File: src/hdl/uvs_pkg.sv
`timescale 1ns / 1ps
package uvs_pkg;

  localparam int MAX_PRECISION = 256;
  localparam int ANGLE_BITS    = 16;

  // divider geometry: quotient bits, numerator and denominator widths
  localparam int DIV_QBITS  = ANGLE_BITS + 1;
  localparam int DIV_NBITS  = ANGLE_BITS + 10;
  localparam int DIV_DBITS  = 11;
  localparam int DIV_STAGES = (DIV_QBITS + 1) / 2;

  localparam int SIN_STAGES = 6;

  // pipeline stage map
  localparam int ST_IN   = 0;
  localparam int ST_DIVA = ST_IN + 1;
  localparam int ST_DEC1 = ST_DIVA + DIV_STAGES;
  localparam int ST_DEC2 = ST_DEC1 + 1;
  localparam int ST_DIVB = ST_DEC2 + 1;
  localparam int ST_SIN  = ST_DIVB + DIV_STAGES;
  localparam int ST_NRM  = ST_SIN + SIN_STAGES;
  localparam int ST_POS  = ST_NRM + 1;
  localparam int NS      = ST_POS + 1;

  // sine polynomial coefficients, Q30
  localparam logic [30:0] C1 = 31'd1686629713;
  localparam logic [30:0] C3 = 31'd693598668;
  localparam logic [30:0] C5 = 31'd85569306;
  localparam logic [30:0] C7 = 31'd5026995;
  localparam logic [30:0] C9 = 31'd172272;

  // reciprocal of six, scaled by 2^18
  localparam logic [15:0] RECIP6 = 16'd43691;

  // register indexes
  localparam logic [1:0] REG_PRECISION = 2'd0;
  localparam logic [1:0] REG_RADIUS    = 2'd1;
  localparam logic [1:0] REG_COLOR     = 2'd2;

  typedef logic [ANGLE_BITS-1:0] angle_t;

  typedef struct packed {
    logic [8:0]  p;
    logic [10:0] per;
    logic [18:0] total;
    logic [15:0] radius;
    logic [31:0] color;
  } cfg_t;

  typedef struct packed {
    logic oor;
    logic fin;
    logic pole;
    logic pole_top;
    logic th_neg;
  } meta_t;

  // signed q1.14 product, magnitude rounded half up
  function automatic logic signed [15:0] mul_round14(input logic signed [15:0] a,
                                                     input logic signed [15:0] b);
    logic [15:0] ma;
    logic [15:0] mb;
    logic [32:0] p;
    logic [15:0] m;
    ma = a[15] ? 16'(-a) : 16'(a);
    mb = b[15] ? 16'(-b) : 16'(b);
    p  = 33'(ma * mb) + 33'd8192;
    m  = p[29:14];
    mul_round14 = (a[15] ^ b[15]) ? -$signed(m) : $signed(m);
  endfunction

  // q1.14 times unsigned q8.8 radius, giving signed q8.8
  function automatic logic signed [16:0] mul_pos(input logic signed [15:0] n,
                                                 input logic [15:0] r);
    logic [15:0] mn;
    logic [32:0] p;
    logic [16:0] m;
    mn = n[15] ? 16'(-n) : 16'(n);
    p  = 33'(mn * r) + 33'd8192;
    m  = p[30:14];
    mul_pos = n[15] ? -$signed(m) : $signed(m);
  endfunction

endpackage

File: src/hdl/uvs_cfg.sv
`timescale 1ns / 1ps
module uvs_cfg (
  input  logic                clk,
  input  logic                rst_n,
  input  logic                psel,
  input  logic                penable,
  input  logic                pwrite,
  input  logic [3:0]          paddr,
  input  logic [31:0]         pwdata,
  output logic [31:0]         prdata,
  output logic                pready,
  output uvs_pkg::cfg_t       cfg
);
  import uvs_pkg::*;

  logic [8:0]  prec_r;
  logic [15:0] radius_r;
  logic [31:0] color_r;
  logic [8:0]  p_clamp;
  logic [10:0] per;
  logic        wr_en;

  assign pready = 1'b1;
  assign wr_en  = psel & penable & pwrite;

  // register writes
  always_ff @(posedge clk) begin
    if (!rst_n) begin
      prec_r   <= 9'd16;
      radius_r <= 16'd256;
      color_r  <= 32'hFFFF_FFFF;
    end else if (wr_en) begin
      unique case (paddr[3:2])
        REG_PRECISION: prec_r   <= pwdata[8:0];
        REG_RADIUS:    radius_r <= pwdata[15:0];
        REG_COLOR:     color_r  <= pwdata;
        default: ;
      endcase
    end
  end

  // read back
  always_comb begin
    unique case (paddr[3:2])
      REG_PRECISION: prdata = {23'd0, prec_r};
      REG_RADIUS:    prdata = {16'd0, radius_r};
      REG_COLOR:     prdata = color_r;
      default:       prdata = 32'd0;
    endcase
  end

  // clamped precision and list sizes
  always_comb begin
    if (prec_r < 9'd2) p_clamp = 9'd2;
    else if (32'(prec_r) > MAX_PRECISION) p_clamp = 9'(MAX_PRECISION);
    else p_clamp = prec_r;
    per = 11'(11'(p_clamp) * 11'd6 - 11'd6);
  end

  assign cfg.p      = p_clamp;
  assign cfg.per    = per;
  assign cfg.total  = 19'(19'(p_clamp) * 19'(per));
  assign cfg.radius = radius_r;
  assign cfg.color  = color_r;

endmodule

File: config.mk
export PLATFORM = sky130hd
export DESIGN_NAME = uvs_cfg
export DESIGN_NICKNAME = d
export VERILOG_FILES = /design/src/hdl/uvs_pkg.sv /design/src/hdl/uvs_cfg.sv
export SDC_FILE = /design/constraint.sdc
export NUM_CORES = 1
export LEC_CHECK = 0
export ABC_AREA = 1
export BUFFER_PORTS_ARGS = -buffer_cell sky130_fd_sc_hd__clkbuf_2
export CAP_MARGIN = 10
export CORE_AREA = 2 2 124 126
export CTS_CLUSTER_SIZE = 20
export DETAILED_ROUTE_END_ITERATION = 8
export DIE_AREA = 0 0 126 128
export PLACE_DENSITY = 0.6
export SLEW_MARGIN = 30
export SYNTH_ARGS = -nofsm -noshare
export SYNTH_HDL_FRONTEND = slang
export SYNTH_SLANG_ARGS = --single-unit
File: constraint.sdc
create_clock -name clk -period 15.7 [get_ports clk]
set_input_delay 3.925 -clock clk [delete_from_list [all_inputs] [get_ports clk]]
set_output_delay 3.925 -clock clk [all_outputs]
set_load 0.01 [all_outputs]
Word level (Yosys, flattened, before mapping)
Index checks and enable logic that the tools add are counted.
- register bits: 57
- input port bits: 41
- output and inout bits: 120
- word-level logic and storage cells: 19
- add/sub/neg operators: 1
- $mul: 2
- magnitude comparators: 2
- equal/unequal tests: 2
- muxes and demuxes: 3
- bitwise gates (word level): 2
- reduce and logical (&&, ||, !) cells: 4
- operators with widths (operator ; number):
    32-bit one-hot mux with 3 select lines ; 1
    9-bit by 11-bit multiplier with 19-bit output ; 1
    9-bit 2-to-1 mux ; 2
    11-bit by 3-bit subtractor with 11-bit output, second input constant ; 1
    9-bit by 2-bit multiplier with 10-bit output, second input constant ; 1
    9-bit > comparator, second input constant ; 1
    9-bit by 2-bit < comparator with 1-bit output, second input constant ; 1
    2-bit AND reduction ; 3
    1-bit bitwise AND ; 2
    2-bit by 1-bit == test with 1-bit output, second input constant ; 1
    2-bit == test, second input constant ; 1
    2-bit logical NOT ; 1

Logic depth before layout (Yosys ltp)
Gate-level depths: netlist of the first run.
- depth after elaboration: 6
- mapped depth: 36
- mapped depth without buffers: 35

Worst setup path before layout of the first run
Ideal clock, no wire load.
- path kind: register -> output
- start point: reg prec_r[1]
- end point: out cfg[63] (netlist bit)
- data arrival time: 6.251 ns
- required time: 11.775 ns
- path slack: 5.524 ns
- cell stages (with the launch flop): 35
- path buffers: 0
- cells stage by stage: dfxtp_1 inv_2 nand2_1 nor2_1 a21oi_2 inv_1 a21oi_2 inv_1 ha_1 fa_1 nand2_1 nand2_1 nor3_2 inv_2 nor3_4 or2_1 nand2_1 inv_2 nand2_1 fa_1 inv_1 fa_1 fa_1 inv_1 fa_1 inv_1 ha_1 inv_1 o21bai_1 a31oi_1 o21bai_1 nand2_1 nand2_1 a21oi_1 xnor2_1
- RTL lines (element ; line ; text):
    start: declaration ; uvs_cfg.sv:16 ; logic [8:0] prec_r;
    start signal: assignment ; uvs_cfg.sv:34 ; REG_PRECISION: prec_r <= pwdata[8:0];
    end: declaration ; uvs_cfg.sv:12 ; output uvs_pkg::cfg_t cfg

==> results of run 1 <==
[Yosys cell counts, drive strengths merged (5+ instances only)]
| cell type | count | area (um2) |
|---|---|---|
| fa | 56 | 1120 |
| a21oi | 27 | 143 |
| o21ai | 28 | 140 |
| nor2 | 116 | 460 |
| nand3 | 35 | 185 |
| xor2 | 10 | 106 |
| o211ai | 26 | 195 |
| nand2 | 183 | 699 |
| dfxtp | 57 | 1140 |
| ha | 49 | 613 |
| buf | 9 | 55.1 |
| clkbuf | 16 | 60.1 |
| a22o | 7 | 61.3 |
| xnor2 | 5 | 43.8 |
| inv | 159 | 599 |
| nand4 | 6 | 52.6 |
[power by group through the flow]
stage          registers [mW]  clock network (mW)  logic, mW
4_1_cts                 0.151               0.189      0.125
5_1_grt                 0.151               0.198      0.141
3_5_place_dp            0.153                   0      0.125
6_report                0.151               0.187      0.123
2_1_floorplan           0.154                   0     0.0825
3_3_place_gp            0.153                   0      0.124
[layout make-up]
type	count	area, um2	area share [%]
multi-input cells	572	4000	56.8
well taps	188	235	3.34
clock inverters	4	45.0	0.639
flip-flops and latches	57	1140	16.2
repair buffers	155	781	11.1
clock buffers	10	239	3.39
inverters	160	603	8.56
[layer usage]
layer,vias to the layer above,wire length (um),GRT usage (%)
met5,-,0,0
met4,0,188,4.78
met3,16,1160,4.38
met2,189,7310,33.5
met1,2547,6900,26.6
li1,2799,-,-
[through the flow]
| step | instances | cell area (um2) | setup WS, ns | utilization, % |
|---|---|---|---|---|
| 2_1_floorplan | 814 | 5850 | 5.52 | - |
| 3_3_place_gp | 1132 | 6760 | 4.31 | 45.5 |
| 3_5_place_dp | 1132 | 6760 | 4.24 | 45.5 |
| 4_1_cts | 1146 | 7050 | 3.89 | 47.4 |
| 5_1_grt | 1146 | 7050 | 3.23 | 47.4 |
| 6_report | 1146 | 7050 | 3.88 | 47.4 |
[placed cells by master, fill, tap and decap left out, types with 2 or more instances in the layout]
master       n
a21o_1       3
a21oi_1     25
a21oi_2      2
a22o_1       7
clkbuf_16    9
clkbuf_2   153
clkinv_2     3
conb_1       4
dfxtp_1     57
fa_1        56
ha_1        49
inv_1      145
inv_2       13
nand2_1    178
nand2_2      5
nand3_1     33
nand3_2      2
nand3b_1     2
nand4_1      5
nor2_1     104
nor2_2      11
nor3_1       2
o211ai_1    26
o21ai_0     27
o21bai_1     3
or2_1        2
xnor2_1      5
xor2_1       9
[registers in the layout (all words and copies together), names as in the netlist]
register / count
color_r: 32
prec_r: 9
radius_r: 16
[path summary, 6_finish.rpt]
| kind | end | slack (ns) | cells past startpoint | start |
|---|---|---|---|---|
| worst max-delay path | cfg[63] | 3.88 | 33 | prec_r[8] |
| worst min-delay path | color_r[2] | 0.48 | 2 | color_r[2] |
| worst max register to register | prec_r[8] | 14.68 | 2 | prec_r[8] |
| worst min register to register | color_r[2] | 0.48 | 2 | color_r[2] |
[worst max-delay path: cells and delay by family (launching register included)]
family / cells / cell delay [ns]
adder cells (fa/ha/maj): 7 / 3.15
buffers and inverters: 10 / 1.27
XOR/XNOR: 1 / 0.13
AO/OA/AOI/OAI: 6 / 1.39
flip-flops: 1 / 0.55
AND/OR/NAND/NOR: 9 / 1.10
[cell families (layout without fill, tap and decap cells)]
group,count (synthesis),count (layout),synth area share [%]
other,2,4,0.129
adders and majority gates,105,105,29.7
xor gates and xnor gates,15,15,2.57
DFF,57,57,19.5
AOI/OAI and AO/OA,99,99,10.7
and+or+nand+nor,349,349,25.1
buffers and inverters,185,329,12.3
==> results.sh, run 1 <==
export IMPL_outcome="completed"
export IMPL_hold_viol=0
export IMPL_boundaryPins=161
export IMPL_hold_worst_slack_ns=0.484
export IMPL_cts_root_buf="clkbuf_16"
export IMPL_htree_levels=3
export IMPL_ir_drop_mv=0.0532
export IMPL_pwr_share_clk_pct=40.5
export IMPL_drv_slew=0
export IMPL_final_layout_size_suffix_gt1_share_pct=21.8
export IMPL_yosysUniqueCellTypes=41
export IMPL_fin_crit_ns=11.82
export IMPL_dpl_hpwl_um=12400
export IMPL_io_buffers=154
export IMPL_cts_made_buffers=9
export IMPL_syn_cell_area_mm2=0.00584
export IMPL_required_ns=11.77
export IMPL_gr_total_overflow=0
export IMPL_worstPathArrival_ns=7.89
export IMPL_post_route_period_util_pct=75.3
export IMPL_syn_area_per_cell_um2=7.20
export IMPL_ys_warn_count=0
export IMPL_ys_flop_type="dfxtp_1"
export IMPL_coreArea_mm2=0.0149
export IMPL_critPathMaxFanout=13
export IMPL_postSynth_asyncResetShare_pct=0
export IMPL_track_usage_pct=20.0
export IMPL_dr_pass1_iters=6
export IMPL_cts_resized=0
export IMPL_grt_pass1_vias=5428
export IMPL_die_area_mm2=0.0161
export IMPL_drc=0
export IMPL_start_util_pct=39.3
export IMPL_die_h_um=128
export IMPL_switchingPower_uw=143
export IMPL_tritoncts="yes"
export IMPL_die_w_um=126
export IMPL_cts_setup_buffers=0
export IMPL_nFillCells=1555
export IMPL_grt_pass1_wl_um=26400
export IMPL_power_leakage_nw=3.97
export IMPL_power_uw=461
export IMPL_rows=45
export IMPL_vias_per_cell=4.84
export IMPL_crit_path_max_incr_delay_ns=0.55
export IMPL_nets=1101
export IMPL_clockBufferDepth=2
export IMPL_antenna_found_initial=0
export IMPL_cts_sinks=57
export IMPL_insertion_delay_ns=0.32
export IMPL_tns_ns=0
export IMPL_worst_pin_slew_ns=0.800
export IMPL_sw_frac_of_total_pct=31.1
export IMPL_drv_cap=0
export IMPL_yosysSeqAreaShare_pct=19.5
export IMPL_antenna_cells=0
export IMPL_setup_viol=0
export IMPL_combPwrFrac_pct=26.8
export IMPL_grt_max_degree=58
export IMPL_power_density_mw_per_mm2=65.4
export IMPL_ys_ff_latch=57
export IMPL_seqPwrFrac_pct=32.7
export IMPL_rsz0062_at_grt="no"
export IMPL_cp_slowest_cell="dfxtp_1"
export IMPL_holdCritPathClass="flip-flop to flip-flop"
export IMPL_end_kind="primary output"
export IMPL_wl_um=15600
export IMPL_synth_edf_count=0
export IMPL_timing_worst_setup_path_type="flip-flop to primary output"
export IMPL_cts_hold_buf=0
export IMPL_max_freq_mhz=84.6
export IMPL_worst_setup_path_start_kind="flip-flop"
export IMPL_relSlewSlack_pct=46.4
export IMPL_skew_ns=0
export IMPL_ant_nets=0
export IMPL_gp_congestion=0.814
export IMPL_via_count=5551
export IMPL_areaGrowthSynthToFinish_pct=20.6
export IMPL_drtIter0Drc=250
export IMPL_wl_per_cell_um=13.6
export IMPL_cts_clk_slew_worst_paths_ns=0.05
export IMPL_p_int_uw=317
export IMPL_synth_cells=812
(Power assumes the default switching activity.)
==> run 2, diff against run 1 <==
Clock period 15.7 ns to 12.3 ns, I/O delays scaled along.
==> run 2 against run 1 <==
Net effect:
- utilization grew 0.48 points
- global-route usage shrank 0.17 points
- sequential share of layout area down 0.16 points
- first-iteration DRC count shrank 22%
- count of clock-buffer cells in the layout is 2 higher
- via count shrank 0.16%
- sequential cell count unchanged
- critical path depth is the same
- die area unchanged
- final cell count is 0.17% higher
- hold slack hardly changed
- non-clock buffer count unchanged
- critical path type unchanged
- largest power group unchanged
- highest routed layer unchanged
==> results.sh, run 2 (same netlist as run 1, synthesis figures left out) <==
export IMPL_hold_viol=0
export IMPL_grt_pass1_wl_um=26100
export IMPL_final_cell_mix="nand2_1 (178), clkbuf_2 (153), inv_1 (145)"
export IMPL_dp_cells=1132
export IMPL_utilization_pct=47.9
export IMPL_dpl_hpwl_um=12300
export IMPL_switchingPower_uw=189
export IMPL_coreArea_mm2=0.0149
export IMPL_mostFrequentLayoutCell="nand2_1"
export IMPL_regMostFlops="color_r"
export IMPL_via_count=5542
export IMPL_rsz0062_at_grt="no"
export IMPL_drv_slew=0
export IMPL_insertion_delay_ns=0.32
export IMPL_path_buf_inv=10
export IMPL_drv_cap=0
export IMPL_p_int_uw=455
export IMPL_fin_crit_ns=10.90
export IMPL_start_util_pct=39.3
export IMPL_drc=0
export IMPL_areaGrowthSynthToFinish_pct=21.8
export IMPL_cp_slowest_cell="dfxtp_1"
export IMPL_cts_clk_slew_worst_paths_ns=0.05
export IMPL_boundaryPins=161
export IMPL_outcome="completed"
export IMPL_gp_congestion=0.819
export IMPL_skew_ns=0
export IMPL_relSlewSlack_pct=45.8
export IMPL_timing_worst_setup_path_type="flip-flop to primary output"
export IMPL_ant_nets=0
export IMPL_drtIter0Drc=194
export IMPL_die_h_um=128
export IMPL_gr_total_overflow=0
export IMPL_crit_path_max_incr_delay_ns=0.52
export IMPL_cts_resized=0
export IMPL_ir_drop_mv=0.0677
export IMPL_io_buffers=154
export IMPL_regArea_mm2=0.00114
export IMPL_reg_top3="color_r (32), radius_r (16), prec_r (9)"
export IMPL_cpLargestDelayFamily="adder cells"
export IMPL_nets=1101
export IMPL_cts_setup_buffers=0
export IMPL_critPathMaxFanout=13
export IMPL_nFillCells=1554
export IMPL_antenna_cells=0
export IMPL_worst_setup_path_start_kind="flip-flop"
export IMPL_htree_levels=3
export IMPL_grt_max_degree=58
export IMPL_post_dp_cell_area_mm2=0.00676
export IMPL_holdCritPathClass="flip-flop to flip-flop"
export IMPL_rows=45
export IMPL_antenna_found_initial=0
export IMPL_post_route_period_util_pct=88.6
export IMPL_worst_pin_slew_ns=0.812
export IMPL_final_area_mm2=0.00712
export IMPL_grt_pass1_vias=5258
export IMPL_seqPwrFrac_pct=29.8
export IMPL_sw_frac_of_total_pct=29.3
export IMPL_dr_pass1_iters=6
export IMPL_clockBufferDepth=2
export IMPL_setup_viol=0
export IMPL_track_usage_pct=19.9
export IMPL_wl_per_cell_um=13.5
export IMPL_cts_hold_buf=0
export IMPL_power_leakage_nw=4.00
export IMPL_max_freq_mhz=91.7
export IMPL_final_layout_size_suffix_gt1_share_pct=21.9
export IMPL_wl_um=15500
export IMPL_cts_root_buf="clkbuf_16"
export IMPL_required_ns=9.22
export IMPL_vias_per_cell=4.83
export IMPL_tns_ns=0
export IMPL_end_kind="primary output"
export IMPL_multi_input_area_mm2=0.00400
export IMPL_die_w_um=126
export IMPL_power_density_mw_per_mm2=90.5
export IMPL_finalNonFillerCells=1148
export IMPL_cts_made_buffers=9
export IMPL_tritoncts="yes"
export IMPL_cts_sinks=57
export IMPL_largest_reg_flops=32
export IMPL_worstPathArrival_ns=7.83
export IMPL_pwr_share_clk_pct=45.8
export IMPL_die_area_mm2=0.0161
export IMPL_combPwrFrac_pct=24.4
-- run 2: cell types whose count changed in the layout (fill, tap and decap cells not counted), sizes merged --
| cell | change |
|---|---|
| bufinv | +2 |
| clkbuf | +2 |
| clkinv | -2 |
-- run 2: power by group through the flow --
stage / clock network (mW) / registers (mW) / logic, mW
2_1_floorplan: 0 / 0.197 / 0.105
3_3_place_gp: 0 / 0.196 / 0.158
3_5_place_dp: 0 / 0.196 / 0.159
4_1_cts: 0.296 / 0.192 / 0.159
5_1_grt: 0.307 / 0.192 / 0.179
6_report: 0.295 / 0.192 / 0.157
-- run 2: final cells by class --
class | count | area share [%]
inverter | 160 | 8.47
timing repair buffer | 155 | 11.0
clock inverter | 4 | 1.39
tap | 188 | 3.30
sequential | 57 | 16.0
clock buffer | 12 | 3.60
multi-input combinational | 572 | 56.2
-- run 2: metrics by stage --
step / setup WS [ns] / hold slack (ns) / power [mW]
3_3_place_gp: 1.80 / 0.466 / 0.353
2_1_floorplan: 2.97 / 0.446 / 0.302
5_1_grt: 0.813 / 0.512 / 0.679
3_5_place_dp: 1.78 / 0.475 / 0.355
6_report: 1.40 / 0.484 / 0.644
4_1_cts: 1.42 / 0.485 / 0.648
-- run 2: path summary, 6_finish.rpt --
| check | start | to | slack [ns] | depth (start not counted) |
|---|---|---|---|---|
| hold reg to reg | color_r[4] | color_r[4] | 0.48 | 2 |
| hold / removal | color_r[4] | color_r[4] | 0.48 | 2 |
| setup reg to reg | prec_r[8] | prec_r[8] | 11.32 | 2 |
| setup / recovery | prec_r[8] | cfg[63] | 1.40 | 33 |
-- run 2: tightest hold or removal path, cell delays in order, from the launching register on --
cell and delay (ns):
dfxtp_1 0.32, nand2_1 0.06, nand3_1 0.05
-- run 2: metal layers --
layer / share of wire (%) / vias to the layer above / wire, um / global-route usage, %
li1: - / 2799 / - / -
met5: 0 / - / 0 / 0
met4: 1.3 / 0 / 194 / 4.20
met3: 5.7 / 17 / 879 / 4.05
met1: 47 / 2602 / 7210 / 26.7
met2: 47 / 124 / 7220 / 33.3
==> run 3, diff against run 2 <==
Settings changed: CELL_PAD_IN_SITES_DETAIL_PLACEMENT set to 1, CELL_PAD_IN_SITES_GLOBAL_PLACEMENT set to 1, CORE_AREA 2 2 124 126 to 2 2 128 130, DIE_AREA 0 0 126 128 to 0 0 130 132, PLACE_DENSITY 0.6 to 0.77.
==> run 3 against run 2 <==
Net effect:
- sequential power is essentially flat
- die area grew 6.4%
- register-to-register slack lost 0.07 ns
- utilization shrank 2.3 points
- hold slack gained 0.0084 ns
- first-iteration DRC count shrank 4.6%
- final cell count grew 2.4%
- highest routed layer unchanged
==> results.sh, run 3 (same netlist as run 1, synthesis figures left out) <==
export IMPL_tns_ns=0
export IMPL_cts_hold_buf=0
export IMPL_boundaryPins=161
export IMPL_htree_levels=3
export IMPL_clockBufferDepth=2
export IMPL_grt_pass1_wl_um=30200
export IMPL_dr_wl_met3_um=1040
export IMPL_die_area_mm2=0.0172
export IMPL_final_layout_size_suffix_gt1_share_pct=22.0
export IMPL_track_usage_pct=22.0
export IMPL_die_h_um=132
export IMPL_regArea_mm2=0.00114
export IMPL_insertion_delay_ns=0.32
export IMPL_cts_sinks=57
export IMPL_timing_worst_setup_path_type="flip-flop to primary output"
export IMPL_post_route_period_util_pct=89.0
export IMPL_ir_drop_mv=0.0627
export IMPL_multi_input_area_mm2=0.00400
export IMPL_required_ns=9.22
export IMPL_power_density_mw_per_mm2=89.0
export IMPL_regMostFlops="color_r"
export IMPL_power_uw=637
export IMPL_tritoncts="yes"
export IMPL_dpl_hpwl_um=14500
export IMPL_nets=1101
export IMPL_holdCritPathClass="flip-flop to flip-flop"
export IMPL_grt_pass1_vias=6128
export IMPL_wl_per_cell_um=15.5
export IMPL_dr_pass1_iters=4
export IMPL_rsz0062_at_grt="no"
export IMPL_antenna_cells=0
export IMPL_ant_nets=0
export IMPL_cts_clk_slew_worst_paths_ns=0.05
export IMPL_coreArea_mm2=0.0157
export IMPL_final_area_mm2=0.00716
export IMPL_worstPathArrival_ns=7.87
export IMPL_mostFrequentLayoutCell="nand2_1"
export IMPL_hold_viol=0
export IMPL_drc=0
export IMPL_wl_um=18200
export IMPL_setup_viol=0
export IMPL_worst_setup_path_start_kind="flip-flop"
export IMPL_max_freq_mhz=91.4
export IMPL_vias_per_cell=4.88
export IMPL_setup_ws_ns=1.36
export IMPL_antenna_found_initial=0
export IMPL_cts_root_buf="clkbuf_16"
export IMPL_outcome="completed"
export IMPL_cts_resized=0
export IMPL_largest_reg_flops=32
export IMPL_gp_congestion=0.820
export IMPL_cts_setup_buffers=0
export IMPL_worst_pin_slew_ns=0.899
export IMPL_critPathMaxFanout=13
export IMPL_wl_met2_um=9200
export IMPL_fin_crit_ns=10.94
export IMPL_areaGrowthSynthToFinish_pct=22.5
export IMPL_gr_total_overflow=0
export IMPL_relSlewSlack_pct=39.8
export IMPL_final_cell_mix="nand2_1 (178), clkbuf_2 (153), inv_1 (145)"
export IMPL_skew_ns=0
export IMPL_reg_top3="color_r (32), radius_r (16), prec_r (9)"
export IMPL_drtIter0Drc=185
export IMPL_power_leakage_nw=4.00
export IMPL_die_w_um=130
export IMPL_post_dp_cell_area_mm2=0.00682
export IMPL_drv_cap=0
export IMPL_grt_max_degree=58
export IMPL_top_layer="met4"
export IMPL_end_kind="primary output"
export IMPL_pre_cts_slack_ns=1.67
export IMPL_rows=46
export IMPL_via_count=5741
export IMPL_crit_path_max_incr_delay_ns=0.55
export IMPL_nFillCells=2049
export IMPL_start_util_pct=37.2
export IMPL_wl_met1_um=7670
export IMPL_cts_made_buffers=9
export IMPL_drv_slew=0
export IMPL_cp_slowest_cell="dfxtp_1"
export IMPL_io_buffers=154
[run 3: metal layers]
metal / GRT usage (%) / up-vias
li1: - / 2801
met1: 26.9 / 2767
met2: 39.0 / 151
met3: 4.42 / 22
met4: 5.85 / 0
met5: 0 / -
[run 3: path summary, 6_finish.rpt]
kind	from	to	slack, ns	depth (start not counted)
max	prec_r[8]	cfg[63]	1.36	33
min	color_r[2]	color_r[2]	0.49	2
max reg2reg	prec_r[8]	prec_r[8]	11.25	2
min reg2reg	color_r[2]	color_r[2]	0.49	2
[run 3: area by class of cell]
| type | count | area share [%] |
|---|---|---|
| Multi-Input combinational cell | 572 | 55.9 |
| Sequential cell | 57 | 15.9 |
| Timing Repair Buffer | 155 | 11.2 |
| Inverter | 160 | 8.43 |
| Tap cell | 216 | 3.78 |
| Clock buffer | 12 | 3.72 |
| Clock inverter | 4 | 1.03 |
[run 3: power by group]
part	total (mW)	switching, mW	leakage (nW)	internal (mW)
clock network	0.283	0.0896	0.169	0.194
registers	0.192	0.00327	0.463	0.189
logic	0.161	0.104	3.37	0.0580
[run 3: per-stage QoR]
step                util, %  cells  hold slack [ns]
floorplan                 -    814            0.446
finish                 45.6   1176            0.492
global route           45.6   1176            0.521
CTS                    45.6   1176            0.494
detailed placement     43.4   1160            0.482
global placement       43.2   1159            0.471
[run 3: worst max-delay path, delay by kind of cell (launching register included)]
kind                       cells  cell delay [ns]
and+or+nand+nor                9             1.12
adders and majority gates      7             3.09
buffers and inverters         10             1.28
AOI/OAI and AO/OA              6             1.37
xor gates and xnor gates       1             0.13
DFF                            1             0.55
