### src/hdl/uvs_pkg.sv
`timescale 1ns / 1ps
package uvs_pkg;

  localparam int MAX_PRECISION = 256;
  localparam int ANGLE_BITS    = 16;

  // divider geometry: quotient bits, numerator and denominator widths
  localparam int DIV_QBITS  = ANGLE_BITS + 1;
  localparam int DIV_NBITS  = ANGLE_BITS + 10;
  localparam int DIV_DBITS  = 11;
  localparam int DIV_STAGES = (DIV_QBITS + 1) / 2;

  localparam int SIN_STAGES = 6;

  // pipeline stage map
  localparam int ST_IN   = 0;
  localparam int ST_DIVA = ST_IN + 1;
  localparam int ST_DEC1 = ST_DIVA + DIV_STAGES;
  localparam int ST_DEC2 = ST_DEC1 + 1;
  localparam int ST_DIVB = ST_DEC2 + 1;
  localparam int ST_SIN  = ST_DIVB + DIV_STAGES;
  localparam int ST_NRM  = ST_SIN + SIN_STAGES;
  localparam int ST_POS  = ST_NRM + 1;
  localparam int NS      = ST_POS + 1;

  // sine polynomial coefficients, Q30
  localparam logic [30:0] C1 = 31'd1686629713;
  localparam logic [30:0] C3 = 31'd693598668;
  localparam logic [30:0] C5 = 31'd85569306;
  localparam logic [30:0] C7 = 31'd5026995;
  localparam logic [30:0] C9 = 31'd172272;

  // reciprocal of six, scaled by 2^18
  localparam logic [15:0] RECIP6 = 16'd43691;

  // register indexes
  localparam logic [1:0] REG_PRECISION = 2'd0;
  localparam logic [1:0] REG_RADIUS    = 2'd1;
  localparam logic [1:0] REG_COLOR     = 2'd2;

  typedef logic [ANGLE_BITS-1:0] angle_t;

  typedef struct packed {
    logic [8:0]  p;
    logic [10:0] per;
    logic [18:0] total;
    logic [15:0] radius;
    logic [31:0] color;
  } cfg_t;

  typedef struct packed {
    logic oor;
    logic fin;
    logic pole;
    logic pole_top;
    logic th_neg;
  } meta_t;

  // signed q1.14 product, magnitude rounded half up
  function automatic logic signed [15:0] mul_round14(input logic signed [15:0] a,
                                                     input logic signed [15:0] b);
    logic [15:0] ma;
    logic [15:0] mb;
    logic [32:0] p;
    logic [15:0] m;
    ma = a[15] ? 16'(-a) : 16'(a);
    mb = b[15] ? 16'(-b) : 16'(b);
    p  = 33'(ma * mb) + 33'd8192;
    m  = p[29:14];
    mul_round14 = (a[15] ^ b[15]) ? -$signed(m) : $signed(m);
  endfunction

  // q1.14 times unsigned q8.8 radius, giving signed q8.8
  function automatic logic signed [16:0] mul_pos(input logic signed [15:0] n,
                                                 input logic [15:0] r);
    logic [15:0] mn;
    logic [32:0] p;
    logic [16:0] m;
    mn = n[15] ? 16'(-n) : 16'(n);
    p  = 33'(mn * r) + 33'd8192;
    m  = p[30:14];
    mul_pos = n[15] ? -$signed(m) : $signed(m);
  endfunction

endpackage

### src/hdl/uvs_div.sv
`timescale 1ns / 1ps
module uvs_div (
  input  logic                              clk,
  input  logic [uvs_pkg::DIV_STAGES-1:0]    ld,
  input  logic [uvs_pkg::DIV_NBITS-1:0]     num,
  input  logic [uvs_pkg::DIV_DBITS-1:0]     den,
  output logic [uvs_pkg::DIV_QBITS-1:0]     quo,
  output logic [uvs_pkg::DIV_DBITS-1:0]     rem
);
  import uvs_pkg::*;

  localparam int HB = DIV_NBITS - DIV_QBITS;

  logic [DIV_DBITS-1:0] rem_r [DIV_STAGES];
  logic [DIV_QBITS-1:0] quo_r [DIV_STAGES];
  logic [DIV_QBITS-1:0] num_r [DIV_STAGES];
  logic [DIV_DBITS-1:0] den_r [DIV_STAGES];

  // restoring division, two quotient bits per stage
  for (genvar s = 0; s < DIV_STAGES; s++) begin : g_st
    logic [DIV_DBITS-1:0] r_i;
    logic [DIV_QBITS-1:0] q_i;
    logic [DIV_QBITS-1:0] n_i;
    logic [DIV_DBITS-1:0] d_i;
    logic [DIV_DBITS-1:0] rem_nxt;
    logic [DIV_QBITS-1:0] quo_nxt;

    if (s == 0) begin : g_first
      assign r_i = DIV_DBITS'(num[DIV_NBITS-1:DIV_QBITS]);
      assign q_i = '0;
      assign n_i = num[DIV_QBITS-1:0];
      assign d_i = den;
    end else begin : g_next
      assign r_i = rem_r[s-1];
      assign q_i = quo_r[s-1];
      assign n_i = num_r[s-1];
      assign d_i = den_r[s-1];
    end

    always_comb begin
      logic [DIV_DBITS:0] t;
      int bi;
      rem_nxt = r_i;
      quo_nxt = q_i;
      for (int j = 0; j < 2; j++) begin
        bi = DIV_QBITS - 1 - 2 * s - j;
        if (bi >= 0) begin
          t = {rem_nxt, n_i[bi]};
          if (t >= {1'b0, d_i}) begin
            rem_nxt = DIV_DBITS'(t - {1'b0, d_i});
            quo_nxt = {quo_nxt[DIV_QBITS-2:0], 1'b1};
          end else begin
            rem_nxt = t[DIV_DBITS-1:0];
            quo_nxt = {quo_nxt[DIV_QBITS-2:0], 1'b0};
          end
        end
      end
    end

    always_ff @(posedge clk) begin
      if (ld[s]) begin
        rem_r[s] <= rem_nxt;
        quo_r[s] <= quo_nxt;
        num_r[s] <= n_i;
        den_r[s] <= d_i;
      end
    end
  end

  assign quo = quo_r[DIV_STAGES-1];
  assign rem = rem_r[DIV_STAGES-1];

  // top numerator bits only seed the remainder
  logic unused_hb;
  assign unused_hb = ^HB;

endmodule

### config.mk
export PLATFORM = sky130hd
export DESIGN_NAME = uvs_div
export DESIGN_NICKNAME = d
export VERILOG_FILES = /design/src/hdl/uvs_pkg.sv /design/src/hdl/uvs_div.sv
export SDC_FILE = /design/constraint.sdc
export NUM_CORES = 1
export LEC_CHECK = 0
export ABC_AREA = 1
export BUFFER_PORTS_ARGS = -buffer_cell sky130_fd_sc_hd__buf_2
export CAP_MARGIN = 20
export CORE_MARGIN = 2
export CORE_UTILIZATION = 45
export CTS_CLUSTER_SIZE = 25
export DETAILED_ROUTE_END_ITERATION = 10
export SETUP_SLACK_MARGIN = 0.3
export SLEW_MARGIN = 30
export SYNTH_ARGS = -nofsm -noshare
export SYNTH_HDL_FRONTEND = slang
export SYNTH_SLANG_ARGS = --single-unit
### constraint.sdc
create_clock -name clk -period 5.15 [get_ports clk]
set_input_delay 1.2875 -clock clk [delete_from_list [all_inputs] [get_ports clk]]
set_output_delay 1.2875 -clock clk [all_outputs]
set_load 0.01 [all_outputs]
After elaboration in Yosys (flattened, before gate mapping)

Memory sizes are Yosys's and may differ from the RTL's.
Cells that the tools add are included.

$add $sub $neg: 17
$lt $le $gt $ge: 17
Multiplexer cells: 52

Operator list:

| operator       | number |
|---|---|
| $ge 12x11->1   | 16 |
| $mux 11        | 17 |
| $sub 11x11->11 | 16 |
| $mux 1         | 35 |
| $ge 10x11->1   | 1 |
| $sub 10x11->11 | 1 |

Register bits: 0
Memory bits (writable): 504
Output and inout bits: 28
Word-level logic and storage cells: 90
Memories: 4

Memories:

| memory | words | width | rd ports | clocked after memory_dff | wr ports | RTL line      | text |
|---|---|---|---|---|---|---|---|
| num_r  | 9     | 17    | 8        | 0                        | 9        | uvs_div.sv:16 | `logic [DIV_QBITS-1:0] num_r [DIV_STAGES];` |
| quo_r  | 9     | 17    | 9        | 0                        | 9        | uvs_div.sv:15 | `logic [DIV_QBITS-1:0] quo_r [DIV_STAGES];` |
| den_r  | 9     | 11    | 8        | 0                        | 9        | uvs_div.sv:17 | `logic [DIV_DBITS-1:0] den_r [DIV_STAGES];` |
| rem_r  | 9     | 11    | 9        | 0                        | 9        | uvs_div.sv:14 | `logic [DIV_DBITS-1:0] rem_r [DIV_STAGES];` |

Logic depth before layout (Yosys ltp)

Gate-level depths: netlist (run 1).
An unclocked memory read counts as a cell.

Depth after elaboration: 5
Gate-level depth with buffers: 28
Mapped depth without buffers: 25

Worst setup path after synthesis (run 1)

No wires, ideal clock.

Kind: input to register
Start point: input port den[4] in the netlist's numbering
End point: memory rem_r[0][1] (data pin)
Setup time: 265 ps
Arrival: 3676 ps
Path slack: 1209 ps
Cell stages on the path: 22
Buffers on the path: 2
Cell sequence: inv_1 -> ha_1 -> a21oi_2 -> nor2_1 -> nor2_1 -> nand2_1 -> nand2_1 -> nand2_2 -> inv_2 -> buf_6 -> nand2_1 -> o21ai_2 -> ha_1 -> a21oi_1 -> nand2_1 -> nand2_1 -> nand3_1 -> a21oi_1 -> nand2_2 -> buf_4 -> nand2_1 -> o21ai_0

RTL lines:

| what               | RTL line      | text |
|---|---|---|
| start: declaration | uvs_div.sv:6  | `input logic [uvs_pkg::DIV_DBITS-1:0] den,` |
| end: declaration   | uvs_div.sv:14 |  |

==> results of run 1 <==
==> worst paths after layout <==
kind	endpoint	startpoint	slack, ps
max	rem_r[0][28]	den_r[0][11]	740
min	num_r[0][69]	num_r[0][52]	410
max reg2reg	rem_r[0][28]	den_r[0][11]	740
min reg2reg	num_r[0][69]	num_r[0][52]	410
==> power breakdown <==
group | switching, mW | internal, mW | total, mW
logic | 6.96 | 3.95 | 10.9
clock network | 1.17 | 1.71 | 2.89
registers | 0.380 | 4.23 | 4.61
total | 8.51 | 9.90 | 18.4
==> final cells by class <==
cell class / count / area, um^2
fillers: 4791 / 25000
flip-flops and latches: 340 / 10200
clock inverters: 29 / 297
multi-input cells: 1831 / 10600
inverters: 379 / 1430
well taps: 672 / 841
clock buffers: 47 / 1070
repair buffers: 75 / 390
==> synth_stat cells (18+ instances only) <==
cell type / count / area share [%]
nor2_1: 156 / 2.6
nand4_1: 60 / 1.7
edfxtp_1: 340 / 45
nand2_2: 18 / 0.50
nand2_1: 790 / 13
nand3b_1: 22 / 0.73
o21ai_0: 51 / 1.1
inv_1: 366 / 6.1
xor2_1: 68 / 2.6
ha_1: 186 / 10
o21ai_2: 26 / 1.0
o21bai_1: 20 / 0.66
nand3_1: 152 / 3.4
a21oi_1: 118 / 2.6
xnor2_1: 35 / 1.4
==> flip-flops by register name, indices dropped and copies added (netlist names) <==
signal,count
rem_r,99
quo_r,89
den_r,88
num_r,64
==> logic make-up after synthesis <==
family	Yosys count	synth area share, %
DFF	340	45.2
xor gates and xnor gates	103	3.99
buffers and inverters	414	7.67
adders and majority gates	203	11.8
AOI/OAI and AO/OA	267	7.06
and+or+nand+nor	1258	24.3
==> per-stage QoR <==
step | util (%) | power [mW]
5_1_grt | 49.9 | 20.3
2_1_floorplan | - | 13.3
3_5_place_dp | 47.2 | 15.5
4_1_cts | 49.9 | 18.5
6_report | 49.9 | 18.4
3_3_place_gp | 47.1 | 15.4
==> critical path: stages, from the launching register on <==
cell and delay, ps:
edfxtp_1 510, ha_1 280, fa_1 400, inv_1 100, nand2_1 50, nand2_1 100
nand2_2 80, nand2_1 90, nand3_2 100, nand3_2 270, inv_2 190, o21ai_1 400
ha_1 370, nand2_1 140, inv_1 70, nand3_1 110, o21bai_1 80, inv_1 60
nand2_1 60, nor2_1 520, nand3_1 190, nand2_1 110
==> layer usage <==
| metal | vias to the layer above | GRT usage (%) |
|---|---|---|
| met4 | 0 | 5.98 |
| met5 | - | 0 |
| met3 | 85 | 3.09 |
| li1 | 8755 | - |
| met2 | 420 | 34.7 |
| met1 | 7908 | 28.2 |
==> out/qor.csv, run 1 <==
stage,metric,value,unit
status,run status,"finished, final reports clean",
synth,"EDFF count, synth",340,
cells_and_area,"most common cell after layout, fill and taps aside",nand2_1,
synth,share of async-settable or async-resettable flops after synthesis,0,%
critical_path,length in cells of the worst reg-to-reg path,21,
synth,number of nets produced by synthesis,2835,
timing,Clock Skews,35.5,ps
clock_network,number of clock sinks,340,
routing,WL met1,24900,um
routing,total number of vias,17168,
routing,DR DRC count,0,
power_and_ir_drop,cell leakage power,11.7,nW
floorplanning,I/O pin total,75,
cells_and_area,area growth from synthesis to final layout,10.2,%
cells_and_area,share of layout cells above drive strength 1,9.26,%
floorplanning,Core Rows,82,
routing,DR top layer,met4,
clock_network,clock-pin slew reported for the worst setup and hold paths after clock tree synthesis,60,ps
synth,count of mapped cells out of synthesis,2585,
floorplanning,chip width,228,um
clock_network,number of setup buffers added after CTS,0,
timing,fmax,227,MHz
synth,mean post-synth cell area,8.74,um^2
critical_path,critical path start-end classification,register to register,
clock_network,hold bufs inserted after CTS,0,
synth,area of the mapped netlist,22600,um^2
timing,number of hold violations in the final report,0,
critical_path,endpoint required time on the critical path,5590,ps
timing,Worst Max-Slew Pin Slew,929,ps
placed_design,Cell Count Post-Placement,3297,
grt,global-route usage over all layers,20.8,%
synth,Synth warnings,0,
timing,minimum clock period,4410,ps
placed_design,gp weighted congestion,0.889,
routing,average routed wire per standard cell,15.9,um
cells_and_area,"Cell Count, Final, Fillers Out",3373,
placed_design,# port buffers,74,
clock_network,largest buffer count on any clock path,3,
clock_network,clock tree from TritonCTS,built,
timing,count of final setup violators,0,
clock_network,post-CTS sizing,0,
power_and_ir_drop,largest vdd supply drop,0.000246,V
timing,final-report max-slew violation count,0,
timing,final setup slack of the worst path,738,ps
clock_network,later-pin clock latency in the skew report,580,ps
timing,final worst path period share,85.7,%
grt,initial antenna violation count,0,
critical_path,CP arrival,4850,ps
placed_design,worst setup slack before clock tree synthesis,500,ps
clock_network,buffer cell driving the clock tree root,clkbuf_16,
grt,number of global-route vias before repair,16710,
synth,sequential area share after synthesis,45.2,%
power_and_ir_drop,power density normalized to cell area,740,nW/um^2
routing,Routed met3 length,2440,um
synth,"Distinct cells, synth",46,
grt,first-pass GRT wire length,86900,um
critical_path,nature of the critical path startpoint,register,
floorplanning,Die H,228,um
timing,setup tns final,0,ps
routing,"wirelength, routed",53700,um
placed_design,total placed instance area,23500,um^2
timing,setup repair after global routing missed its margin,false,
routing,number of DRC violations after detailed-routing iteration 0,1148,
synth,commonest register cell after synthesis,edfxtp_1,
critical_path,highest net fanout along the worst path,12,
placed_design,placed wire-length estimate after detailed placement,42600,um
floorplanning,overall die area,52000,um^2
floorplanning,placeable core region,49900,um^2
critical_path,kind of end point of the critical path,register,
worst_hold_path,hold path depth,0,
cells_and_area,antenna diode count,0,
routing,routed via count divided by cell count,5.09,
worst_hold_path,Hold Path Class,register to register,
grt,pin count of the biggest net entering global routing,40,
clock_network,CTS H-tree depth,2,
cells_and_area,"Non-Filler Cell Area, Final",24900,um^2
job,Max Cap Viol,0,
clock_network,clock buffer count from CTS,41,
cells_and_area,"commonest cells after routing, fill and taps aside","nand2_1 (790), inv_1 (366), edfxtp_1 (340), ha_1 (186), nor2_1 (156)",
synth,Synth Register Bits,340,
routing,post-detailed-route count of antenna-violating nets,0,
routing,Pre-Repair DR Iteration Count,5,
grt,global-route congestion overflow total,0,
floorplanning,Initial Utilization,45.3,%
timing,worst slew margin relative to its limit,38.1,%
routing,met2 wire length,25000,um
cells_and_area,post-layout net count,2918,
timing,worst slack on hold paths,406,ps
No activity file was read; power rests on OpenSTA's default activity.
==> inputs of run 2 (changes only) <==
--- a/config.mk
+++ b/config.mk
@@ -5,13 +5,12 @@
 export SDC_FILE = /design/constraint.sdc
 export NUM_CORES = 1
 export LEC_CHECK = 0
-export ABC_AREA = 1
-export BUFFER_PORTS_ARGS = -buffer_cell sky130_fd_sc_hd__buf_2
 export CAP_MARGIN = 20
 export CORE_MARGIN = 2
 export CORE_UTILIZATION = 45
 export CTS_CLUSTER_SIZE = 25
 export DETAILED_ROUTE_END_ITERATION = 10
+export DONT_BUFFER_PORTS = 1
 export SETUP_SLACK_MARGIN = 0.3
 export SLEW_MARGIN = 30
 export SYNTH_ARGS = -nofsm -noshare
==> run 2 against run 1 <==
Net effect:
- die area decreased by 4.3%
- sequential share of layout area increased by 0.94 points
- non-clock buffer count decreased by 17
- highest routed layer unchanged
- utilization increased by 1.3 points
- synthesized area decreased by 4.4%
- cell count decreased by 24%
- setup slack got worse by 310 ps
- clock skew decreased by 13 ps
- largest cell class unchanged
- global-route usage decreased by 2.6 points
- hold slack got worse by 2.3 ps
- count of clock-buffer cells in the layout decreased by 3
==> out/qor.csv, run 2 <==
stage,metric,value,unit,change
status,run status,"finished, final reports clean",,
clock_network,hold bufs inserted after CTS,0,,unchanged
cells_and_area,number of flip-flops in the largest register,99,,unchanged
timing,minimum clock period,4720,ps,+308 ps
critical_path,nature of the critical path startpoint,register,,
routing,routed via count divided by cell count,5.52,,+8.5%
synth,cell taking the most area after synthesis,edfxtp_1,,
floorplanning,placeable core region,47500,um^2,-4.6%
placed_design,gp weighted congestion,0.865,,-2.8%
floorplanning,chip width,223,um,-2.2%
critical_path,endpoint required time on the critical path,5440,ps,-150 ps
clock_network,clock tree from TritonCTS,built,,
routing,DR DRC count,0,,unchanged
critical_path,kind of end point of the critical path,register,,
timing,worst slew margin relative to its limit,59.6,%,+21 points
timing,Worst Max-Slew Pin Slew,591,ps,-338 ps
synth,share of async-settable or async-resettable flops after synthesis,0,%,unchanged
cells_and_area,post-layout util,51.2,%,+1.3 points
routing,total number of vias,14174,,-17%
clock_network,clock-pin slew reported for the worst setup and hold paths after clock tree synthesis,60,ps,about the same
timing,final-report max-slew violation count,0,,unchanged
timing,setup tns final,0,ps,unchanged
clock_network,CTS H-tree depth,2,,unchanged
synth,area share of the largest cell type after synthesis,47.3,%,+2.1 points
floorplanning,overall die area,49800,um^2,-4.3%
placed_design,placed wire-length estimate after detailed placement,35100,um,-18%
placed_design,# port buffers,0,,-100%
cells_and_area,area of combinational cells with multiple inputs,10700,um^2,+0.72%
cells_and_area,register area,10200,um^2,unchanged
synth,"EDFF count, synth",340,,unchanged
routing,average routed wire per standard cell,17.7,um,+11%
clock_network,later-pin clock latency in the skew report,560,ps,-20 ps
timing,final worst path period share,91.6,%,+6.0 points
grt,first-pass GRT wire length,72700,um,-16%
synth,"Distinct cells, synth",77,,+67%
synth,mean post-synth cell area,11.7,um^2,+34%
synth,commonest register cell after synthesis,edfxtp_1,,
grt,pin count of the biggest net entering global routing,40,,unchanged
synth,leading cell types by count after synthesis,"edfxtp_1 (340), inv_1 (192), ha_1 (186), nor2_1 (121), mux2_2 (93)",,
synth,cell types with the largest area share after synthesis,"edfxtp_1 (47%), ha_1 (11%), mux2_2 (4.8%)",,
floorplanning,I/O pin total,75,,unchanged
routing,"wirelength, routed",45300,um,-16%
cells_and_area,area growth from synthesis to final layout,12.7,%,
clock_network,buffer cell driving the clock tree root,clkbuf_16,,
clock_network,clock buffer count from CTS,40,,-2.4%
synth,cell with the most instances after synthesis,edfxtp_1,,
synth,Synth warnings,0,,unchanged
synth,Synth Register Bits,340,,unchanged
grt,initial antenna violation count,1,,+1
grt,global-route congestion overflow total,0,,unchanged
grt,number of global-route vias before repair,14064,,-16%
grt,busiest layer in global routing,met2,,
critical_path,critical path start-end classification,register to register,,
timing,number of hold violations in the final report,0,,unchanged
worst_hold_path,Hold Path Class,register to register,,
synth,sequential area share after synthesis,47.3,%,+2.1 points
timing,setup repair after global routing missed its margin,true,,
job,Max Cap Viol,0,,unchanged
critical_path,highest net fanout along the worst path,10,,-2
clock_network,number of clock sinks,340,,unchanged
timing,Clock Skews,22.4,ps,-13.1 ps
synth,number of nets produced by synthesis,2095,,-26%
routing,Pre-Repair DR Iteration Count,5,,unchanged
cells_and_area,"commonest cells after routing, fill and taps aside","edfxtp_1 (340), inv_1 (192), ha_1 (180), nor2_1 (121), mux2_2 (92)",,
cells_and_area,top flop regs,"rem_r (99), quo_r (89), den_r (88)",,
floorplanning,Die H,223,um,-2.2%
clock_network,largest buffer count on any clock path,3,,unchanged
cells_and_area,share of layout cells above drive strength 1,16.4,%,+7.2 points
floorplanning,Core Rows,80,,-2.4%
timing,count of final setup violators,0,,unchanged
synth,count of mapped cells out of synthesis,1845,,-29%
critical_path,CP arrival,5010,ps,+160 ps
routing,number of DRC violations after detailed-routing iteration 0,751,,-35%
grt,met3 usage in global routing,3.02,%,-0.072 points
synth,area of the mapped netlist,21600,um^2,-4.4%
floorplanning,Initial Utilization,45.4,%,+0.12 points
routing,post-detailed-route count of antenna-violating nets,0,,unchanged
cells_and_area,register bank with the most flops,rem_r,,
cells_and_area,"most common cell after layout, fill and taps aside",edfxtp_1,,
cells_and_area,post-layout net count,2168,,-26%
grt,met1 Resource Use GR,23.7,%,-4.5 points
cells_and_area,fill cell count,4110,,-14%
timing,fmax,212,MHz,-6.5%
grt,global-route usage over all layers,18.2,%,-2.6 points
grt,global routing usage on met2,31.1,%,-3.6 points
[run 2: cell types whose count changed in the layout (fill, tap and decap cells not counted), moves of 29 or more]
cell     change
nand2_1    -732
inv_1      -174
nand3_1    -126
mux2_2      +92
buf_2       -69
buf_4       +49
mux2i_1     +49
a21oi_1     -45
xnor2_1     +45
nor3_1      +41
nor2_1      -35
nand4_1     -30
nor2b_1     +29
xor2_1      -29
[run 2: path summary, 6_finish.rpt]
| check | end | from | slack [ps] | cells past startpoint |
|---|---|---|---|---|
| worst max-delay path | rem_r[0][28] | den_r[0][11] | 430 | 18 |
| worst max register to register | rem_r[0][28] | den_r[0][11] | 430 | 18 |
| worst min register to register | quo_r[0][75] | quo_r[0][56] | 400 | 0 |
| worst min-delay path | quo_r[0][75] | quo_r[0][56] | 400 | 0 |
[run 2: metrics by stage]
stage | hold slack [ps] | instances | setup slack [ps] | area (um^2)
4_1_cts | 407 | 2543 | 310 | 24000
5_1_grt | 420 | 2565 | 258 | 24300
6_report | 404 | 2566 | 430 | 24300
3_5_place_dp | 405 | 2468 | -61.1 | 22500
3_3_place_gp | 400 | 2468 | 32.0 | 22500
2_1_floorplan | 400 | 1845 | 180 | 21700
[run 2: area by class of cell]
cell class | instances | share of cell area [%]
timing repair buffer | 58 | 1.87
sequential | 340 | 42.0
timing repair inverter | 1 | 0.0206
inverter | 196 | 3.10
multi-input combinational | 1281 | 44.1
tap | 615 | 3.16
antenna | 1 | 0.0103
clock buffer | 44 | 4.18
clock inverter | 30 | 1.62
[run 2: worst max-delay path, cell delays in order (launching register included)]
cell       delay, ps
edfxtp_1         400
ha_1             230
fa_1             410
nor2b_1          180
o22ai_1          150
a21boi_1         240
o21ai_1          140
a31o_4           330
buf_4            160
mux2_2           300
fa_1             420
nand2b_1         190
a21oi_1          260
nor3_2            80
nor2_1           190
o211a_1          230
a2111oi_4         50
buf_4            190
mux2_4           300
[run 2: repair_timing]
item	CTS	global route
setup buffers	1	19
pin swaps	1	16
setup endpoints to repair	48	86
gates resized for setup	8	44
gates cloned	0	3
[run 2: logic make-up (layout without fill, tap and decap cells)]
logic type,count (synthesis),in the layout,synth area share (%)
xor+xnor,119,119,4.83
buf+inv,224,329,4.10
simple gates,433,433,10.4
other cells,0,1,0
mux,179,179,9.44
fa+ha+maj,203,203,12.4
flops,340,340,47.3
compound gates,347,347,11.6
[run 2: layer usage]
layer	wire, um	share of wire [%]	vias up
met2	21900	48	249
met4	1050	2.3	0
met3	1670	3.7	75
met5	0	0	-
li1	-	-	7077
met1	20700	46	6773
Power of run 2 is left out: the tool's default activity adds up to more than one toggle a clock period on the data nets, which glitch-free logic cannot reach.
==> inputs of run 3 (changes only) <==
--- a/config.mk
+++ b/config.mk
@@ -7,11 +7,12 @@
 export LEC_CHECK = 0
 export CAP_MARGIN = 20
 export CORE_MARGIN = 2
-export CORE_UTILIZATION = 45
+export CORE_UTILIZATION = 60
 export CTS_CLUSTER_SIZE = 25
 export DETAILED_ROUTE_END_ITERATION = 10
 export DONT_BUFFER_PORTS = 1
-export SETUP_SLACK_MARGIN = 0.3
+export PLACE_DENSITY = 0.76
+export SETUP_SLACK_MARGIN = 0.5
 export SLEW_MARGIN = 30
 export SYNTH_ARGS = -nofsm -noshare
 export SYNTH_HDL_FRONTEND = slang
==> run 3 against run 2 <==
Net effect:
- global-route usage rose by 6.1 points
- via count rose by 5.2%
- routed wire length rose by 5.2%
- cell area rose by 1.9%
- hold slack improved by 11 ps
- count of clock-buffer cells in the layout fell by 3
- clock skew rose by 6.9 ps
- first-iteration DRC count rose by 31%
- maximum frequency rose by 1.2%
- critical path type is now primary input to register
==> out/qor.csv, run 3 (synthesis gave the netlist of run 2 again) <==
stage,metric,value,unit,change
timing,number of hold violations in the final report,0,,unchanged
critical_path,nature of the critical path startpoint,primary input,,
clock_network,clock buffer count from CTS,39,,-2.5%
cells_and_area,number of flip-flops in the largest register,99,,unchanged
timing,setup repair after global routing missed its margin,true,,
cells_and_area,share of layout cells above drive strength 1,20.9,%,+4.5 points
cells_and_area,fill cell count,2372,,-42%
critical_path,capturing instance or port of the critical path,rem_r[0][10],,
timing,final-report max-slew violation count,0,,unchanged
routing,routed via count divided by cell count,6.09,,+10%
routing,post-detailed-route count of antenna-violating nets,0,,unchanged
timing,minimum clock period,4660,ps,-57.4 ps
cells_and_area,area growth from synthesis to final layout,14.8,%,
critical_path,length in cells of the worst reg-to-reg path,16,,-2
clock_network,buffer cell driving the clock tree root,clkbuf_16,,
routing,total number of vias,14909,,+5.2%
timing,final worst path period share,90.5,%,-1.1 points
floorplanning,Die H,194,um,-13%
placed_design,# port buffers,0,,unchanged
floorplanning,placeable core region,35500,um^2,-25%
routing,average routed wire per standard cell,19.5,um,+10%
timing,final setup slack of the worst path,488,ps,+57.4 ps
timing,fmax,214,MHz,+1.2%
clock_network,hold bufs inserted after CTS,0,,unchanged
critical_path,largest stage delay on the critical path,390,ps,-30 ps
grt,first-pass GRT wire length,73700,um,+1.4%
floorplanning,Initial Utilization,60.9,%,+15 points
critical_path,kind of end point of the critical path,register,,
critical_path,CP arrival,4970,ps,-40 ps
worst_hold_path,launch point of the worst hold path,quo_r[0][132],,
routing,"wirelength, routed",47700,um,+5.2%
status,run status,"finished, final reports clean",,
grt,global-route congestion overflow total,0,,unchanged
critical_path,Top delay family on crit path,compound AO/OA/AOI/OAI gates,,
floorplanning,overall die area,37500,um^2,-25%
critical_path,endpoint required time on the critical path,5460,ps,+20 ps
cells_and_area,"commonest cells after routing, fill and taps aside","edfxtp_1 (340), inv_1 (189), ha_1 (169), nor2_1 (120), mux2_2 (89)",,
placed_design,gp weighted congestion,0.886,,+2.5%
floorplanning,I/O pin total,75,,unchanged
routing,DR DRC count,0,,unchanged
clock_network,number of clock sinks,340,,unchanged
critical_path,sequence of cells on the critical path,clkinvlp_4 -> ha_4 -> a21oi_2 -> nor2b_2 -> nor3_2 -> or2_1 -> a211o_4 -> buf_6 -> mux2_4 -> ha_4 -> and2_4 -> o21ai_4 -> a31oi_4 -> o211ai_1 -> a21boi_1 -> a211oi_2 -> inv_2 -> buf_6 -> mux2_4,,
timing,setup tns final,0,ps,unchanged
grt,global-route usage over all layers,24.2,%,+6.1 points
cells_and_area,top flop regs,"rem_r (99), quo_r (89), den_r (88)",,
critical_path,Reg2Reg Launch Point,den_r[0][11],,
timing,count of final setup violators,0,,unchanged
critical_path,highest net fanout along the worst path,5,,-5
routing,Pre-Repair DR Iteration Count,5,,unchanged
grt,number of global-route vias before repair,14560,,+3.5%
placed_design,worst setup slack before clock tree synthesis,-32.0,ps,+29.1 ps
timing,worst slack on hold paths,415,ps,+11.4 ps
clock_network,clock-pin slew reported for the worst setup and hold paths after clock tree synthesis,60,ps,about the same
critical_path,RR Endpoint,rem_r[0][32],,
critical_path,critical path start-end classification,primary input to register,,
clock_network,CTS H-tree depth,2,,unchanged
critical_path,critical path launch point,den[3],,
worst_hold_path,Hold Path Class,register to register,,
cells_and_area,register bank with the most flops,rem_r,,
routing,number of DRC violations after detailed-routing iteration 0,985,,+31%
floorplanning,Core Rows,69,,-14%
critical_path,Worst path depth,19,,+1
timing,Clock Skews,29.3,ps,+6.87 ps
clock_network,later-pin clock latency in the skew report,560,ps,about the same
placed_design,placed wire-length estimate after detailed placement,33700,um,-3.9%
clock_network,clock tree from TritonCTS,built,,
clock_network,largest buffer count on any clock path,3,,unchanged
job,Max Cap Viol,0,,unchanged
grt,initial antenna violation count,0,,-1
critical_path,cell with the largest stage delay on the worst path,a211o_4,,
critical_path,setup slack of the most critical reg-to-reg path,550,ps,+120 ps
cells_and_area,post-layout net count,2209,,+1.9%
timing,worst slew margin relative to its limit,58.5,%,-1.1 points
grt,pin count of the biggest net entering global routing,40,,unchanged
timing,Worst Max-Slew Pin Slew,608,ps,+16.4 ps
floorplanning,chip width,194,um,-13%
critical_path,buffer and inverter count on the worst path,4,,+2
cells_and_area,antenna diode count,0,,-1
cells_and_area,"most common cell after layout, fill and taps aside",edfxtp_1,,
run 3: final cells by class:
cell class                 count  area [um^2]  share of cell area [%]
sequential                   340        10200                    41.2
clock inverter                30          324                    1.31
timing repair inverter         2         10.0                  0.0404
inverter                     196          776                    3.13
tap                          461          577                    2.33
multi-input combinational   1284        11100                    44.9
clock buffer                  41         1000                    4.05
timing repair buffer          96          754                    3.04
run 3: worst min path at each step:
stage,endpoint,slack [ps],cells past startpoint
after floorplan,num_r[0][102],400,0
after global placement,num_r[0][89],400,0
after detailed placement,quo_r[0][111],400,0
after CTS,quo_r[0][109],420,0
after global routing,quo_r[0][93],420,0
final,quo_r[0][150],420,0
run 3: metrics by stage:
step / utilization, % / instance area [um^2] / cells
after CTS: 67.5 / 23900 / 2396
after global placement: 62.9 / 22300 / 2302
final: 69.9 / 24800 / 2450
after detailed placement: 62.9 / 22300 / 2302
after global routing: 69.9 / 24800 / 2450
after floorplan: - / 21700 / 1845
run 3: repair_timing:
| item | CTS | global route |
|---|---|---|
| hold endpoints to repair | 0 | 0 |
| gates cloned | 4 | 4 |
| gates resized for setup | 33 | 106 |
| setup buffers | 19 | 50 |
| pin swaps | 13 | 47 |
| setup endpoints to repair | 67 | 91 |
run 3: routing by layer:
metal,share of wire (%),global-route usage [%],wire length (um)
met5,0,0,0
met4,3.2,9.05,1510
met3,4.4,3.91,2080
met2,49,41.7,23600
met1,43,31.0,20500
Power of run 3 is left out for the same reason.
